`config.mk`:
```
export PLATFORM = sky130hd
export DESIGN_NAME = feeder_jam_recovery_sequencer_flat
export DESIGN_NICKNAME = d
export VERILOG_FILES = /design/src/hw/rtl/fjrs_pkg.sv /design/src/hw/rtl/fjrs_in_if.sv /design/src/hw/rtl/fjrs_out_if.sv /design/src/hw/rtl/fjrs_core.sv /design/src/hw/rtl/feeder_jam_recovery_sequencer.sv /design/src/flat_wrapper.sv
export SDC_FILE = /design/constraint.sdc
export NUM_CORES = 1
export LEC_CHECK = 0
export ABC_AREA = 1
export BUFFER_PORTS_ARGS = -buffer_cell sky130_fd_sc_hd__buf_2
export CAP_MARGIN = 40
export CORE_ASPECT_RATIO = 0.75
export CORE_MARGIN = 5
export CORE_UTILIZATION = 45
export CTS_BUF_LIST = sky130_fd_sc_hd__clkbuf_4 sky130_fd_sc_hd__clkbuf_8
export DETAILED_ROUTE_END_ITERATION = 7
export GPL_ROUTABILITY_DRIVEN = 1
export HOLD_SLACK_MARGIN = 0.06
export PLACE_DENSITY = 0.61
export SYNTH_ARGS = -nofsm -noshare
export SYNTH_HDL_FRONTEND = slang
export SYNTH_SLANG_ARGS = --single-unit
```
`constraint.sdc`:
```
create_clock -name clk_i -period 9.5 [get_ports clk_i]
set_clock_uncertainty 0.15 [all_clocks]
set_input_delay 2.85 -clock clk_i [delete_from_list [all_inputs] [get_ports clk_i]]
set_output_delay 2.85 -clock clk_i [all_outputs]
set_load 0.005 [all_outputs]
```
`src/hw/rtl/fjrs_pkg.sv`:
```
// Shared types and constants of the feeder jam recovery sequencer.
package fjrs_pkg;

  // Configuration port geometry.
  localparam int unsigned CFG_IDX_W  = 3;
  localparam int unsigned CFG_DATA_W = 20;

  // Feed timer loads, in ticks.
  localparam logic [7:0] SETTLE_TICKS  = 8'd200;
  localparam logic [7:0] RECOVER_TICKS = 8'd150;

  // Angle errors with a magnitude below this are treated as zero.
  localparam int unsigned DEADBAND = 50;

  // The free advance counter saturates here.
  localparam logic [3:0] ADV_MAX = 4'd15;

  // Reset values of the configuration registers.
  localparam logic [11:0] GATE_SPIN_RST   = 12'd180;
  localparam logic [14:0] GATE_SPEED_RST  = 15'd12000;
  localparam logic [14:0] STALL_THR_RST   = 15'd5000;
  localparam logic [7:0]  STALL_LIMIT_RST = 8'd3;
  localparam logic [19:0] FEED_STEP_RST   = 20'd32768;
  localparam logic [3:0]  EMPTY_LIMIT_RST = 4'd5;

  typedef enum logic [CFG_IDX_W-1:0] {
    CFG_GATE_SPIN   = 3'd0,
    CFG_GATE_SPEED  = 3'd1,
    CFG_STALL_THR   = 3'd2,
    CFG_STALL_LIMIT = 3'd3,
    CFG_FEED_STEP   = 3'd4,
    CFG_EMPTY_LIMIT = 3'd5,
    CFG_FAST_FIRE   = 3'd6
  } cfg_idx_e;

  typedef enum logic [2:0] {
    PH_IDLE    = 3'd0,
    PH_SETTLE  = 3'd1,
    PH_CHECK   = 3'd2,
    PH_BACKOFF = 3'd3,
    PH_REPUSH  = 3'd4,
    PH_VERIFY  = 3'd5
  } phase_e;

  typedef struct packed {
    logic [11:0] gate_spin_ticks;
    logic [14:0] gate_speed;
    logic [14:0] stall_threshold;
    logic [7:0]  stall_retry_limit;
    logic [19:0] feed_step;
    logic [3:0]  empty_limit;
    logic        fast_fire_enable;
  } cfg_t;

  typedef struct packed {
    logic        fire_request;
    logic        override_key;
    logic        wheels_on;
    logic [31:0] feeder_angle;
    logic [15:0] feeder_drive;
  } in_item_t;

  typedef struct packed {
    logic [14:0] gate_speed_target;
    logic [31:0] feeder_angle_target;
    logic        ready_res;
    logic        empty_res;
    logic        shot_pulse;
    logic [2:0]  sequence_phase;
  } out_item_t;

endpackage

```
`src/hw/rtl/fjrs_in_if.sv`:
```
// Valid/ready channel carrying one tick item into the sequencer.
interface fjrs_in_if
  import fjrs_pkg::*;
();
  logic     valid;
  logic     ready;
  in_item_t data;

  modport source (output valid, output data, input ready);
  modport sink (input valid, input data, output ready);
endinterface

```
`src/hw/rtl/fjrs_out_if.sv`:
```
// Valid/ready channel carrying one result item out of the sequencer.
interface fjrs_out_if
  import fjrs_pkg::*;
();
  logic      valid;
  logic      ready;
  out_item_t data;

  modport source (output valid, output data, input ready);
  modport sink (input valid, input data, output ready);
endinterface

```
`src/hw/rtl/fjrs_core.sv`:
```
// Sequencer state and the single-tick next-state and result logic.
module fjrs_core
  import fjrs_pkg::*;
#(
  parameter int unsigned ANGLE_WIDTH = 32
) (
  input  logic      clk_i,
  input  logic      rst_ni,
  input  logic      step_i,
  input  in_item_t  item_i,
  input  cfg_t      cfg_i,
  output out_item_t res_o
);

  localparam int unsigned AW = ANGLE_WIDTH;
  localparam int unsigned CW = (AW > 20) ? AW : 20;

  phase_e          phase_q, phase_d;
  logic            ready_q, ready_d;
  logic            empty_q, empty_d;
  logic [11:0]     gate_timer_q, gate_timer_d;
  logic [7:0]      feed_timer_q, feed_timer_d;
  logic [7:0]      stall_cnt_q, stall_cnt_d;
  logic [3:0]      adv_cnt_q, adv_cnt_d;
  logic [AW-1:0]   saved_err_q, saved_err_d;
  logic [AW-1:0]   target_q, target_d;
  logic            gate_active_q, gate_active_d;

  logic signed [31:0] angle_s;
  logic [AW-1:0]   meas;
  logic [15:0]     drv_mag;
  logic            stalled;
  logic [AW-1:0]   err_raw, emag_raw, err, emag;
  logic [AW-1:0]   step_w, half_w;
  logic [18:0]     half_n;
  logic            emag_gt_half;
  logic            shot;
  logic            gate_run;
  logic            gate_stop;
  logic            feed_expired;
  logic            free_pass;

  // Operand preparation.
  always_comb begin
    angle_s  = item_i.feeder_angle;
    meas     = AW'(angle_s);
    drv_mag  = item_i.feeder_drive[15] ? 16'(~item_i.feeder_drive + 16'd1)
                                       : item_i.feeder_drive;
    stalled  = drv_mag > {1'b0, cfg_i.stall_threshold};
    err_raw  = target_q - meas;
    emag_raw = err_raw[AW-1] ? AW'(~err_raw + 1'b1) : err_raw;
    if (emag_raw < AW'(DEADBAND)) begin
      err  = '0;
      emag = '0;
    end else begin
      err  = err_raw;
      emag = emag_raw;
    end
    step_w       = AW'(cfg_i.feed_step);
    half_n       = cfg_i.feed_step[19:1];
    half_w       = AW'(half_n);
    emag_gt_half = CW'(emag) > CW'(half_n);
  end

  always_comb begin
    phase_d       = phase_q;
    ready_d       = ready_q | item_i.override_key;
    empty_d       = empty_q;
    stall_cnt_d   = stall_cnt_q;
    adv_cnt_d     = adv_cnt_q;
    saved_err_d   = saved_err_q;
    target_d      = target_q;
    gate_active_d = 1'b0;
    gate_stop     = 1'b0;
    free_pass     = 1'b0;
    feed_expired  = (feed_timer_q == 8'd0);
    feed_timer_d  = feed_expired ? 8'd0 : feed_timer_q - 8'd1;

    // A request is taken only once the gate timer has run out.
    shot = item_i.fire_request && (gate_timer_q == 12'd0) && ready_d;
    if (shot) begin
      gate_timer_d = cfg_i.gate_spin_ticks;
      gate_run     = (cfg_i.gate_spin_ticks != 12'd0);
      ready_d      = 1'b0;
    end else begin
      gate_timer_d = (gate_timer_q == 12'd0) ? 12'd0 : gate_timer_q - 12'd1;
      gate_run     = (gate_timer_q > 12'd1);
    end

    // The end of a spin with friction on starts a feed step.
    if (item_i.wheels_on) begin
      if (gate_run) begin
        gate_active_d = 1'b1;
      end else if (gate_active_q) begin
        target_d     = target_q + step_w;
        feed_timer_d = SETTLE_TICKS;
        phase_d      = PH_SETTLE;
        gate_stop    = 1'b1;
        if (cfg_i.fast_fire_enable) begin
          ready_d = 1'b1;
        end
      end
    end

    if (!gate_stop && feed_expired) begin
      case (phase_q)
        PH_IDLE: begin
        end
        PH_SETTLE: begin
          phase_d = PH_CHECK;
        end
        PH_CHECK: begin
          if (stalled) begin
            stall_cnt_d  = stall_cnt_q + 8'd1;
            phase_d      = PH_BACKOFF;
            feed_timer_d = RECOVER_TICKS;
          end else begin
            free_pass = 1'b1;
          end
        end
        PH_BACKOFF: begin
          phase_d      = PH_REPUSH;
          saved_err_d  = err;
          target_d     = target_q - err - half_w;
          feed_timer_d = RECOVER_TICKS;
        end
        PH_REPUSH: begin
          phase_d      = PH_VERIFY;
          target_d     = target_q + saved_err_q + half_w;
          feed_timer_d = RECOVER_TICKS;
        end
        PH_VERIFY: begin
          phase_d = PH_CHECK;
          if (stalled) begin
            if (stall_cnt_q > cfg_i.stall_retry_limit) begin
              stall_cnt_d = 8'd0;
              ready_d     = 1'b1;
              saved_err_d = '0;
              if (emag_gt_half) begin
                // Run ends with the feeder jammed but not empty.
                phase_d   = PH_IDLE;
                target_d  = meas;
                adv_cnt_d = 4'd0;
                empty_d   = 1'b0;
              end else begin
                free_pass = 1'b1;
              end
            end
          end else begin
            saved_err_d  = '0;
            target_d     = target_q + step_w;
            feed_timer_d = SETTLE_TICKS;
            if (adv_cnt_q < ADV_MAX) begin
              adv_cnt_d = adv_cnt_q + 4'd1;
            end
            empty_d = 1'b0;
          end
        end
        default: begin
          free_pass = 1'b1;
        end
      endcase
    end

    if (free_pass) begin
      if (adv_cnt_q >= cfg_i.empty_limit) begin
        phase_d   = PH_IDLE;
        target_d  = meas;
        ready_d   = 1'b1;
        adv_cnt_d = 4'd0;
        empty_d   = 1'b1;
      end else begin
        adv_cnt_d    = adv_cnt_q + 4'd1;
        phase_d      = PH_CHECK;
        target_d     = target_q + step_w;
        feed_timer_d = SETTLE_TICKS;
        empty_d      = 1'b0;
        if (item_i.override_key) begin
          ready_d = 1'b1;
        end
      end
    end
  end

  always_comb begin
    res_o.gate_speed_target   = gate_active_d ? cfg_i.gate_speed : 15'd0;
    res_o.feeder_angle_target = 32'(target_d);
    res_o.ready_res           = ready_d;
    res_o.empty_res           = empty_d;
    res_o.shot_pulse          = shot;
    res_o.sequence_phase      = phase_d;
  end

  always_ff @(posedge clk_i or negedge rst_ni) begin
    if (!rst_ni) begin
      phase_q       <= PH_IDLE;
      ready_q       <= 1'b1;
      empty_q       <= 1'b0;
      gate_timer_q  <= 12'd0;
      feed_timer_q  <= 8'd0;
      stall_cnt_q   <= 8'd0;
      adv_cnt_q     <= 4'd0;
      saved_err_q   <= '0;
      target_q      <= '0;
      gate_active_q <= 1'b0;
    end else if (step_i) begin
      phase_q       <= phase_d;
      ready_q       <= ready_d;
      empty_q       <= empty_d;
      gate_timer_q  <= gate_timer_d;
      feed_timer_q  <= feed_timer_d;
      stall_cnt_q   <= stall_cnt_d;
      adv_cnt_q     <= adv_cnt_d;
      saved_err_q   <= saved_err_d;
      target_q      <= target_d;
      gate_active_q <= gate_active_d;
    end
  end

endmodule

```
`src/hw/rtl/feeder_jam_recovery_sequencer.sv`:
```
// Top level of the feeder jam recovery sequencer.
//
// Each input item on in_if is one 1 ms control tick: fire request, override
// key, friction state, measured feeder angle and feeder drive. For every
// accepted item exactly one result item leaves on out_if, in order, with the
// gate wheel speed target, the feeder angle target, the ready and empty flags,
// the shot pulse and the current recovery phase.
// An accepted item is held in an input register; the whole tick update is
// one pass of combinational logic from there into the result register and
// the sequencer state. The result is offered from the result register, and
// one item per cycle is sustained while the receiver is ready.
// When the receiver stalls, the result register holds and the input register
// takes one more item; in_if.ready drops only when both are full.
// Reset clears both registers and loads the state and the configuration
// registers with their defaults. Configuration is written through cfg_we_i,
// cfg_idx_i and cfg_data_i; the user must do so only while no item is in
// flight; the block does not enforce this. Unknown indexes are ignored.
module feeder_jam_recovery_sequencer
  import fjrs_pkg::*;
#(
  parameter int unsigned ANGLE_WIDTH = 32
) (
  input  logic                  clk_i,
  input  logic                  rst_ni,
  fjrs_in_if.sink               in_if,
  fjrs_out_if.source            out_if,
  input  logic                  cfg_we_i,
  input  logic [CFG_IDX_W-1:0]  cfg_idx_i,
  input  logic [CFG_DATA_W-1:0] cfg_data_i
);

  cfg_t      cfg_q;
  logic      in_vld_q;
  in_item_t  in_item_q;
  logic      out_vld_q;
  out_item_t out_item_q;
  out_item_t res;
  logic      advance;

  assign advance      = in_vld_q && (!out_vld_q || out_if.ready);
  assign in_if.ready  = !in_vld_q || advance;
  assign out_if.valid = out_vld_q;
  assign out_if.data  = out_item_q;

  fjrs_core #(
    .ANGLE_WIDTH(ANGLE_WIDTH)
  ) u_core (
    .clk_i (clk_i),
    .rst_ni(rst_ni),
    .step_i(advance),
    .item_i(in_item_q),
    .cfg_i (cfg_q),
    .res_o (res)
  );

  always_ff @(posedge clk_i or negedge rst_ni) begin
    if (!rst_ni) begin
      cfg_q.gate_spin_ticks   <= GATE_SPIN_RST;
      cfg_q.gate_speed        <= GATE_SPEED_RST;
      cfg_q.stall_threshold   <= STALL_THR_RST;
      cfg_q.stall_retry_limit <= STALL_LIMIT_RST;
      cfg_q.feed_step         <= FEED_STEP_RST;
      cfg_q.empty_limit       <= EMPTY_LIMIT_RST;
      cfg_q.fast_fire_enable  <= 1'b0;
    end else if (cfg_we_i) begin
      case (cfg_idx_i)
        CFG_GATE_SPIN:   cfg_q.gate_spin_ticks   <= cfg_data_i[11:0];
        CFG_GATE_SPEED:  cfg_q.gate_speed        <= cfg_data_i[14:0];
        CFG_STALL_THR:   cfg_q.stall_threshold   <= cfg_data_i[14:0];
        CFG_STALL_LIMIT: cfg_q.stall_retry_limit <= cfg_data_i[7:0];
        CFG_FEED_STEP:   cfg_q.feed_step         <= cfg_data_i[19:0];
        CFG_EMPTY_LIMIT: cfg_q.empty_limit       <= cfg_data_i[3:0];
        CFG_FAST_FIRE:   cfg_q.fast_fire_enable  <= cfg_data_i[0];
        default: begin
        end
      endcase
    end
  end

  always_ff @(posedge clk_i or negedge rst_ni) begin
    if (!rst_ni) begin
      in_vld_q  <= 1'b0;
      out_vld_q <= 1'b0;
    end else begin
      if (in_if.ready) begin
        in_vld_q <= in_if.valid;
      end
      if (advance) begin
        out_vld_q <= 1'b1;
      end else if (out_if.ready) begin
        out_vld_q <= 1'b0;
      end
    end
  end

  always_ff @(posedge clk_i) begin
    if (in_if.valid && in_if.ready) begin
      in_item_q <= in_if.data;
    end
    if (advance) begin
      out_item_q <= res;
    end
  end

endmodule

```
`src/flat_wrapper.sv`:
```
// flat-port wrapper written by rule: the top's interface ports become plain ports
module feeder_jam_recovery_sequencer_flat import fjrs_pkg::*;
#(
  parameter int unsigned ANGLE_WIDTH = 32
)
  (clk_i, rst_ni, cfg_we_i, cfg_idx_i, cfg_data_i, in_if_valid, in_if_data, in_if_ready, out_if_valid, out_if_data, out_if_ready);
  fjrs_in_if in_if_i ();
  fjrs_out_if out_if_i ();
  input  logic clk_i;
  input  logic rst_ni;
  input  logic cfg_we_i;
  input  logic [CFG_IDX_W-1:0] cfg_idx_i;
  input  logic [CFG_DATA_W-1:0] cfg_data_i;
  input wire logic [$bits(in_if_i.valid)-1:0] in_if_valid;
  input wire logic [$bits(in_if_i.data)-1:0] in_if_data;
  output wire logic [$bits(in_if_i.ready)-1:0] in_if_ready;
  output wire logic [$bits(out_if_i.valid)-1:0] out_if_valid;
  output wire logic [$bits(out_if_i.data)-1:0] out_if_data;
  input wire logic [$bits(out_if_i.ready)-1:0] out_if_ready;
  assign in_if_i.valid = in_if_valid;
  assign in_if_i.data = in_if_data;
  assign in_if_ready = in_if_i.ready;
  assign out_if_valid = out_if_i.valid;
  assign out_if_data = out_if_i.data;
  assign out_if_i.ready = out_if_ready;
  feeder_jam_recovery_sequencer #(.ANGLE_WIDTH(ANGLE_WIDTH)) u_core (.clk_i(clk_i), .rst_ni(rst_ni), .in_if(in_if_i), .out_if(out_if_i), .cfg_we_i(cfg_we_i), .cfg_idx_i(cfg_idx_i), .cfg_data_i(cfg_data_i));
endmodule
```
# ---- After elaboration in Yosys (flattened, before gate mapping)
# Index checks and enable logic that the tools add are counted.
dict set report word_totals {
  ff_bits 283
  input_bits 79
  out_inout_bits 55
  wordCells 187
}
dict set report classes {
  n_addsub 12
  order_cmp 7
  eq_ne 17
  mux 85
  bitwise_logic 3
  reduce_logical 33
}
# cell n
set op_table {}
lappend op_table {{32-bit two-way mux} 14}
lappend op_table {{8-bit two-way mux} 12}
lappend op_table {{32-bit one-hot mux with 3 select lines} 1}
lappend op_table {{32-bit one-hot mux with 2 select lines} 1}
lappend op_table {{32-bit subtractor} 2}
lappend op_table {{32-bit by 1-bit adder with 32-bit output, second input constant} 1}
lappend op_table {{32-bit by 19-bit adder with 32-bit output} 1}
lappend op_table {{32-bit by 20-bit adder with 32-bit output} 1}
lappend op_table {{32-bit adder} 1}
lappend op_table {{32-bit by 19-bit > comparator with 1-bit output} 1}
lappend op_table {{32-bit by 6-bit < comparator with 1-bit output, second input constant} 1}
lappend op_table {{1-bit two-way mux} 32}
lappend op_table {{4-bit two-way mux} 8}
lappend op_table {{32-bit inverter} 1}
lappend op_table {{32-bit by 19-bit subtractor with 32-bit output} 1}
lappend op_table {{12-bit two-way mux} 2}
lappend op_table {{8-bit one-hot mux with 3 select lines} 1}
lappend op_table {{3-bit two-way mux} 6}
lappend op_table {{16-bit by 1-bit adder with 16-bit output, second input constant} 1}
lappend op_table {{16-bit by 15-bit > comparator with 1-bit output} 1}
lappend op_table {{16-bit two-way mux} 1}
lappend op_table {{16-bit inverter} 1}
lappend op_table {{8-bit one-hot mux with 2 select lines} 1}
lappend op_table {{3-bit == test, second input constant} 5}
lappend op_table {{31 further kinds} 60}

# ---- Depth between registers and ports, before layout
dict set report logic_depth {
  ltp_word 15
  ltp_mapped 59
}

# ---- Hierarchy
# From an unflattened synthesis, not the netlist that was laid out.
dict set report hier_totals {
  cells_unflattened 3501
  area_unflattened_um2 24643.6
}
# mod instances cells_each area_each_um2 seq_area_each_um2
set modules_own_cells {}
lappend modules_own_cells {fjrs_core 1 3047 18367.6 2553.7}
lappend modules_own_cells {feeder_jam_recovery_sequencer 1 454 6276.0 5076.1}

# ---- Worst setup path after synthesis
# No wires, ideal clock.
dict set report synth_path {
  path_type {register -> register}
  from {register u_core.u_core.target_q[0]}
  to {register u_core.out_item_q, in the netlist u_core.out_if.data[31], data pin}
  setup_ps 262
  t_arrival_ps 6173
  t_required_ps 9088
  setup_slack_ps 2915
  stages_incl_launch_ff 55
  path_buffers 2
  synth_period_minus_slack_ps 6585
  path_cell_list {dfrtp_1 -> inv_1 -> ha_1 -> inv_1 -> fa_1 -> inv_1 -> ha_1 -> inv_1 -> nor2_1 -> nand3_1 -> nor2_1 -> nand2_1 -> nor2_2 -> nand2_1 -> nor2_2 -> nand2_2 -> nor2_2 -> nand2_1 -> [19 not listed] -> nor2_1 -> nor2_1 -> nor2_1 -> nor2_1 -> o21ai_0 -> nand2_1 -> nand2_1 -> a21boi_0 -> o21ai_0 -> nand2_1 -> o211ai_1 -> nand2_1 -> nand2_1 -> nor2_1 -> nor2_1 -> nand2_1 -> nand2_1 -> nand2_1}
}
# item line
set synth_rtl {}
lappend synth_rtl {{start: declaration} fjrs_core.sv:26} ;# logic [AW-1:0] target_q, target_d;
lappend synth_rtl {{start signal: assignment} fjrs_core.sv:215} ;# target_q <= target_d;
lappend synth_rtl {{end signal: assignment} feeder_jam_recovery_sequencer.sv:101} ;# out_item_q <= res;
lappend synth_rtl {{end: declaration} feeder_jam_recovery_sequencer.sv:36} ;# out_item_t out_item_q;

==> metrics.cfg <==
[status]
status=finished, final reports clean

[pwr]
power_switching_mw=2.54
p_sw_frac=0.448
total_power_mw=5.66
seqPwrFrac=0.292
p_clk_frac=0.237
p_comb_frac=0.471
power_per_cell_area_nw_per_um2=210
cell_internal_pwr_mw=3.13
ir_worst_vdd_uv=109
leakagePower_nw=13.8

[route]
vias_per_cell=5.51
ant_nets=0
drc_errors=0
first_pass_iters=8
drt-wirelength-per-cell_um=20.1
wl_met3_um=8070
routed_wl_um=87200
drt_iter0_markers=3057
met1_length_um=41800
num_vias=23920
top_layer_used=met5
wl_met2_um=34600

[global_route]
grt_max_degree=77
grt-ovfl-total=0
grt_pass1_wl_um=132000
grt_pass1_vias=21706
grt_antenna_before_repair=2
track_usage=0.288

[finish]
finish.utilization=0.506
drive_gt1_frac=0.0959
postLayoutCellArea_um2=27000
nets=3901
syn2layout_area_growth_pct=10.6

[cts]
cts-root-buf=clkbuf_8
numCtsBuffers=50
cts_resized=0
clkLatencyLatePin_ps=660
clock_path_buffers=3
cts_setup_buffers=0
htree_levels=2
clock-sinks=283
cts_tree=done
cts_hold_buffers=0
clk_pin_slew_ps=70

[logic_synthesis]
synth_common_cells=nand2_1 (954), inv_1 (472), nor2_1 (298)
synth_cell_types=62
synth_edf_count=104
synth_area_leader_cell=dfrtp_1
yosys-top-cells-area=dfrtp_1 (16%), nand2_1 (15%), edfxtp_1 (13%)
synthesis.nets=3776
ys_warn_count=0
synthArstFlopShare=0.633
syn_avg_cell_area_um2=7.04
ys_seq_area_frac=0.313
syn_area_um2=24400
ys_seq_elements=283
synth_flop_cell=dfrtp_1
yosysMostFrequentCell=nand2_1
synth_top_area_frac=0.161
synthCells=3465

[timing]
maxSlewHeadroom=0.367
worst_pin_slew_ps=950
setup_violations=0
finalCritPeriodShare=0.908
rsz0062_at_grt=no
hold_viol_final=0
tns_ps=0
drv_slew=0
clock.fmax_ghz=0.116
fin_crit_ps=8630

[worst_setup_path]
r2r_cells=49
rr_endpoint=u_core.out_if.data[36]
worst_setup_path_end_kind=register
crit_fanout=6
arrival_ps=8840
worstPathRequired_ps=9710
r2r_slack_ps=870
start_kind=register
crit_top_cell=nand2_1
cp_slowest_cell=nor4_1
max_stage_delay_ps=730
reg2reg_from=u_core.in_item_q[30]
crit_type=reg -> reg

[placed_design]
gp_congestion=0.980
placed_area_um2=25800
io_buffers=133
dpl.hpwl_um=68600

[hold_path]
hp-class=reg -> reg
worstHoldPathCells=2
hp-start=u_core.cfg_q[27]
hold_path_end=u_core.cfg_q[27]

[floorplanning]
die_h_um=212
io_pins=134
dieWidth_um=279
die_area_um2=59000
start_util=0.458
core_um2=53300
row_count=73

[job]
max-cap-violations=0

-- cells by family (layout without fill, tap and decap cells) --
kind of cell / count (synthesis) / count (layout) / share of synthesized area
multiplexers: 4 / 4 / 0.00164
adder cells (fa/ha/maj): 232 / 232 / 0.132
other: 0 / 2 / 0
AND/OR/NAND/NOR: 1629 / 1629 / 0.281
AO/OA/AOI/OAI: 659 / 659 / 0.150
XOR/XNOR: 83 / 83 / 0.0298
buffers and inverters: 575 / 740 / 0.0929
flip-flops: 283 / 283 / 0.313
-- per-stage QoR --
stage	hold WS, ps	setup slack [ps]	std cells
finish	336	874	4344
global route	346	325	4342
CTS	338	1290	4342
detailed placement	323	1360	4250
global placement	318	1370	4248
floorplan	303	2920	3465
-- worst max-delay path: cells and delay by family (launching register included) --
kind            cells  cell delay [ps]
compound gates      5              480
fa+ha+maj           4             1350
flops               1              540
buf+inv             3              300
simple gates       37             5550
-- area by class of cell --
cell class                 count  area (µm²)
antenna                        2        5.00
clock buffer                  68         886
clock inverter                24         273
fill                        5416       26300
inverter                     483        1820
multi-input combinational   2607       14500
sequential                   283        7630
tap                          712         891
timing repair buffer         165         955
-- worst max-delay path by stage --
stage	from	end	slack (ps)	cells past startpoint
after CTS	u_core.in_item_q[30]	u_core.out_if.data[36]	1290	49
after detailed placement	u_core.in_item_q[30]	u_core.out_if.data[31]	1360	46
after floorplan	u_core.u_core.target_q[0]	u_core.out_if.data[31]	2920	54
after global routing	u_core.in_item_q[30]	u_core.u_core.target_q[25]	330	48
final	u_core.in_item_q[30]	u_core.out_if.data[36]	870	49
after global placement	u_core.u_core.target_q[0]	u_core.out_if.data[31]	1370	50
-- registers in the layout (all words and copies together) (netlist names) --
register,cells
u_core.in_vld_q,1
u_core.cfg_q,75
u_core.out_if.data,53
u_core.u_core.phase_q,3
u_core.u_core.saved_err_q,32
u_core.u_core.gate_timer_q,12
u_core.in_item_q,51
u_core.u_core.empty_q,1
u_core.u_core.stall_cnt_q,8
u_core.out_if.valid,1
u_core.u_core.feed_timer_q,8
u_core.u_core.adv_cnt_q,4
u_core.u_core.ready_q,1
u_core.u_core.target_q,32
u_core.u_core.gate_active_q,1
-- per-layer routing --
metal | track usage | up-vias
met2 | 0.402 | 1122
met4 | 0.0859 | 2
met5 | 0 | -
li1 | - | 11713
met3 | 0.0463 | 146
met1 | 0.454 | 10937
-- cell usage in the layout, fill, tap and decap left out, types with 23 or more instances in the layout --
| cell | netlist | final |
|---|---|---|
| nand4_1 | 50 | 50 |
| a22oi_1 | 23 | 23 |
| inv_1 | 472 | 470 |
| nor2_1 | 298 | 296 |
| a31oi_1 | 23 | 23 |
| buf_4 | 10 | 30 |
| xor2_1 | 68 | 68 |
| o21ai_0 | 271 | 271 |
| edfxtp_1 | 104 | 104 |
| nand3_1 | 192 | 191 |
| nor3_1 | 40 | 40 |
| a21oi_1 | 226 | 225 |
| clkbuf_8 | 0 | 61 |
| dfrtp_1 | 157 | 157 |
| ha_1 | 191 | 191 |
| fa_1 | 41 | 41 |
| nand2_1 | 954 | 953 |
| buf_2 | 11 | 132 |
-- power by group through the flow --
stage               Sequential, mW  Combinational [mW]  Clock (mW)
floorplan                     1.60                1.90           0
global placement              1.67                2.59           0
detailed placement            1.67                2.59           0
CTS                           1.65                2.61        1.36
global route                  1.67                3.01        1.42
finish                        1.65                2.67        1.34
Power figures use the tool's default switching activity.
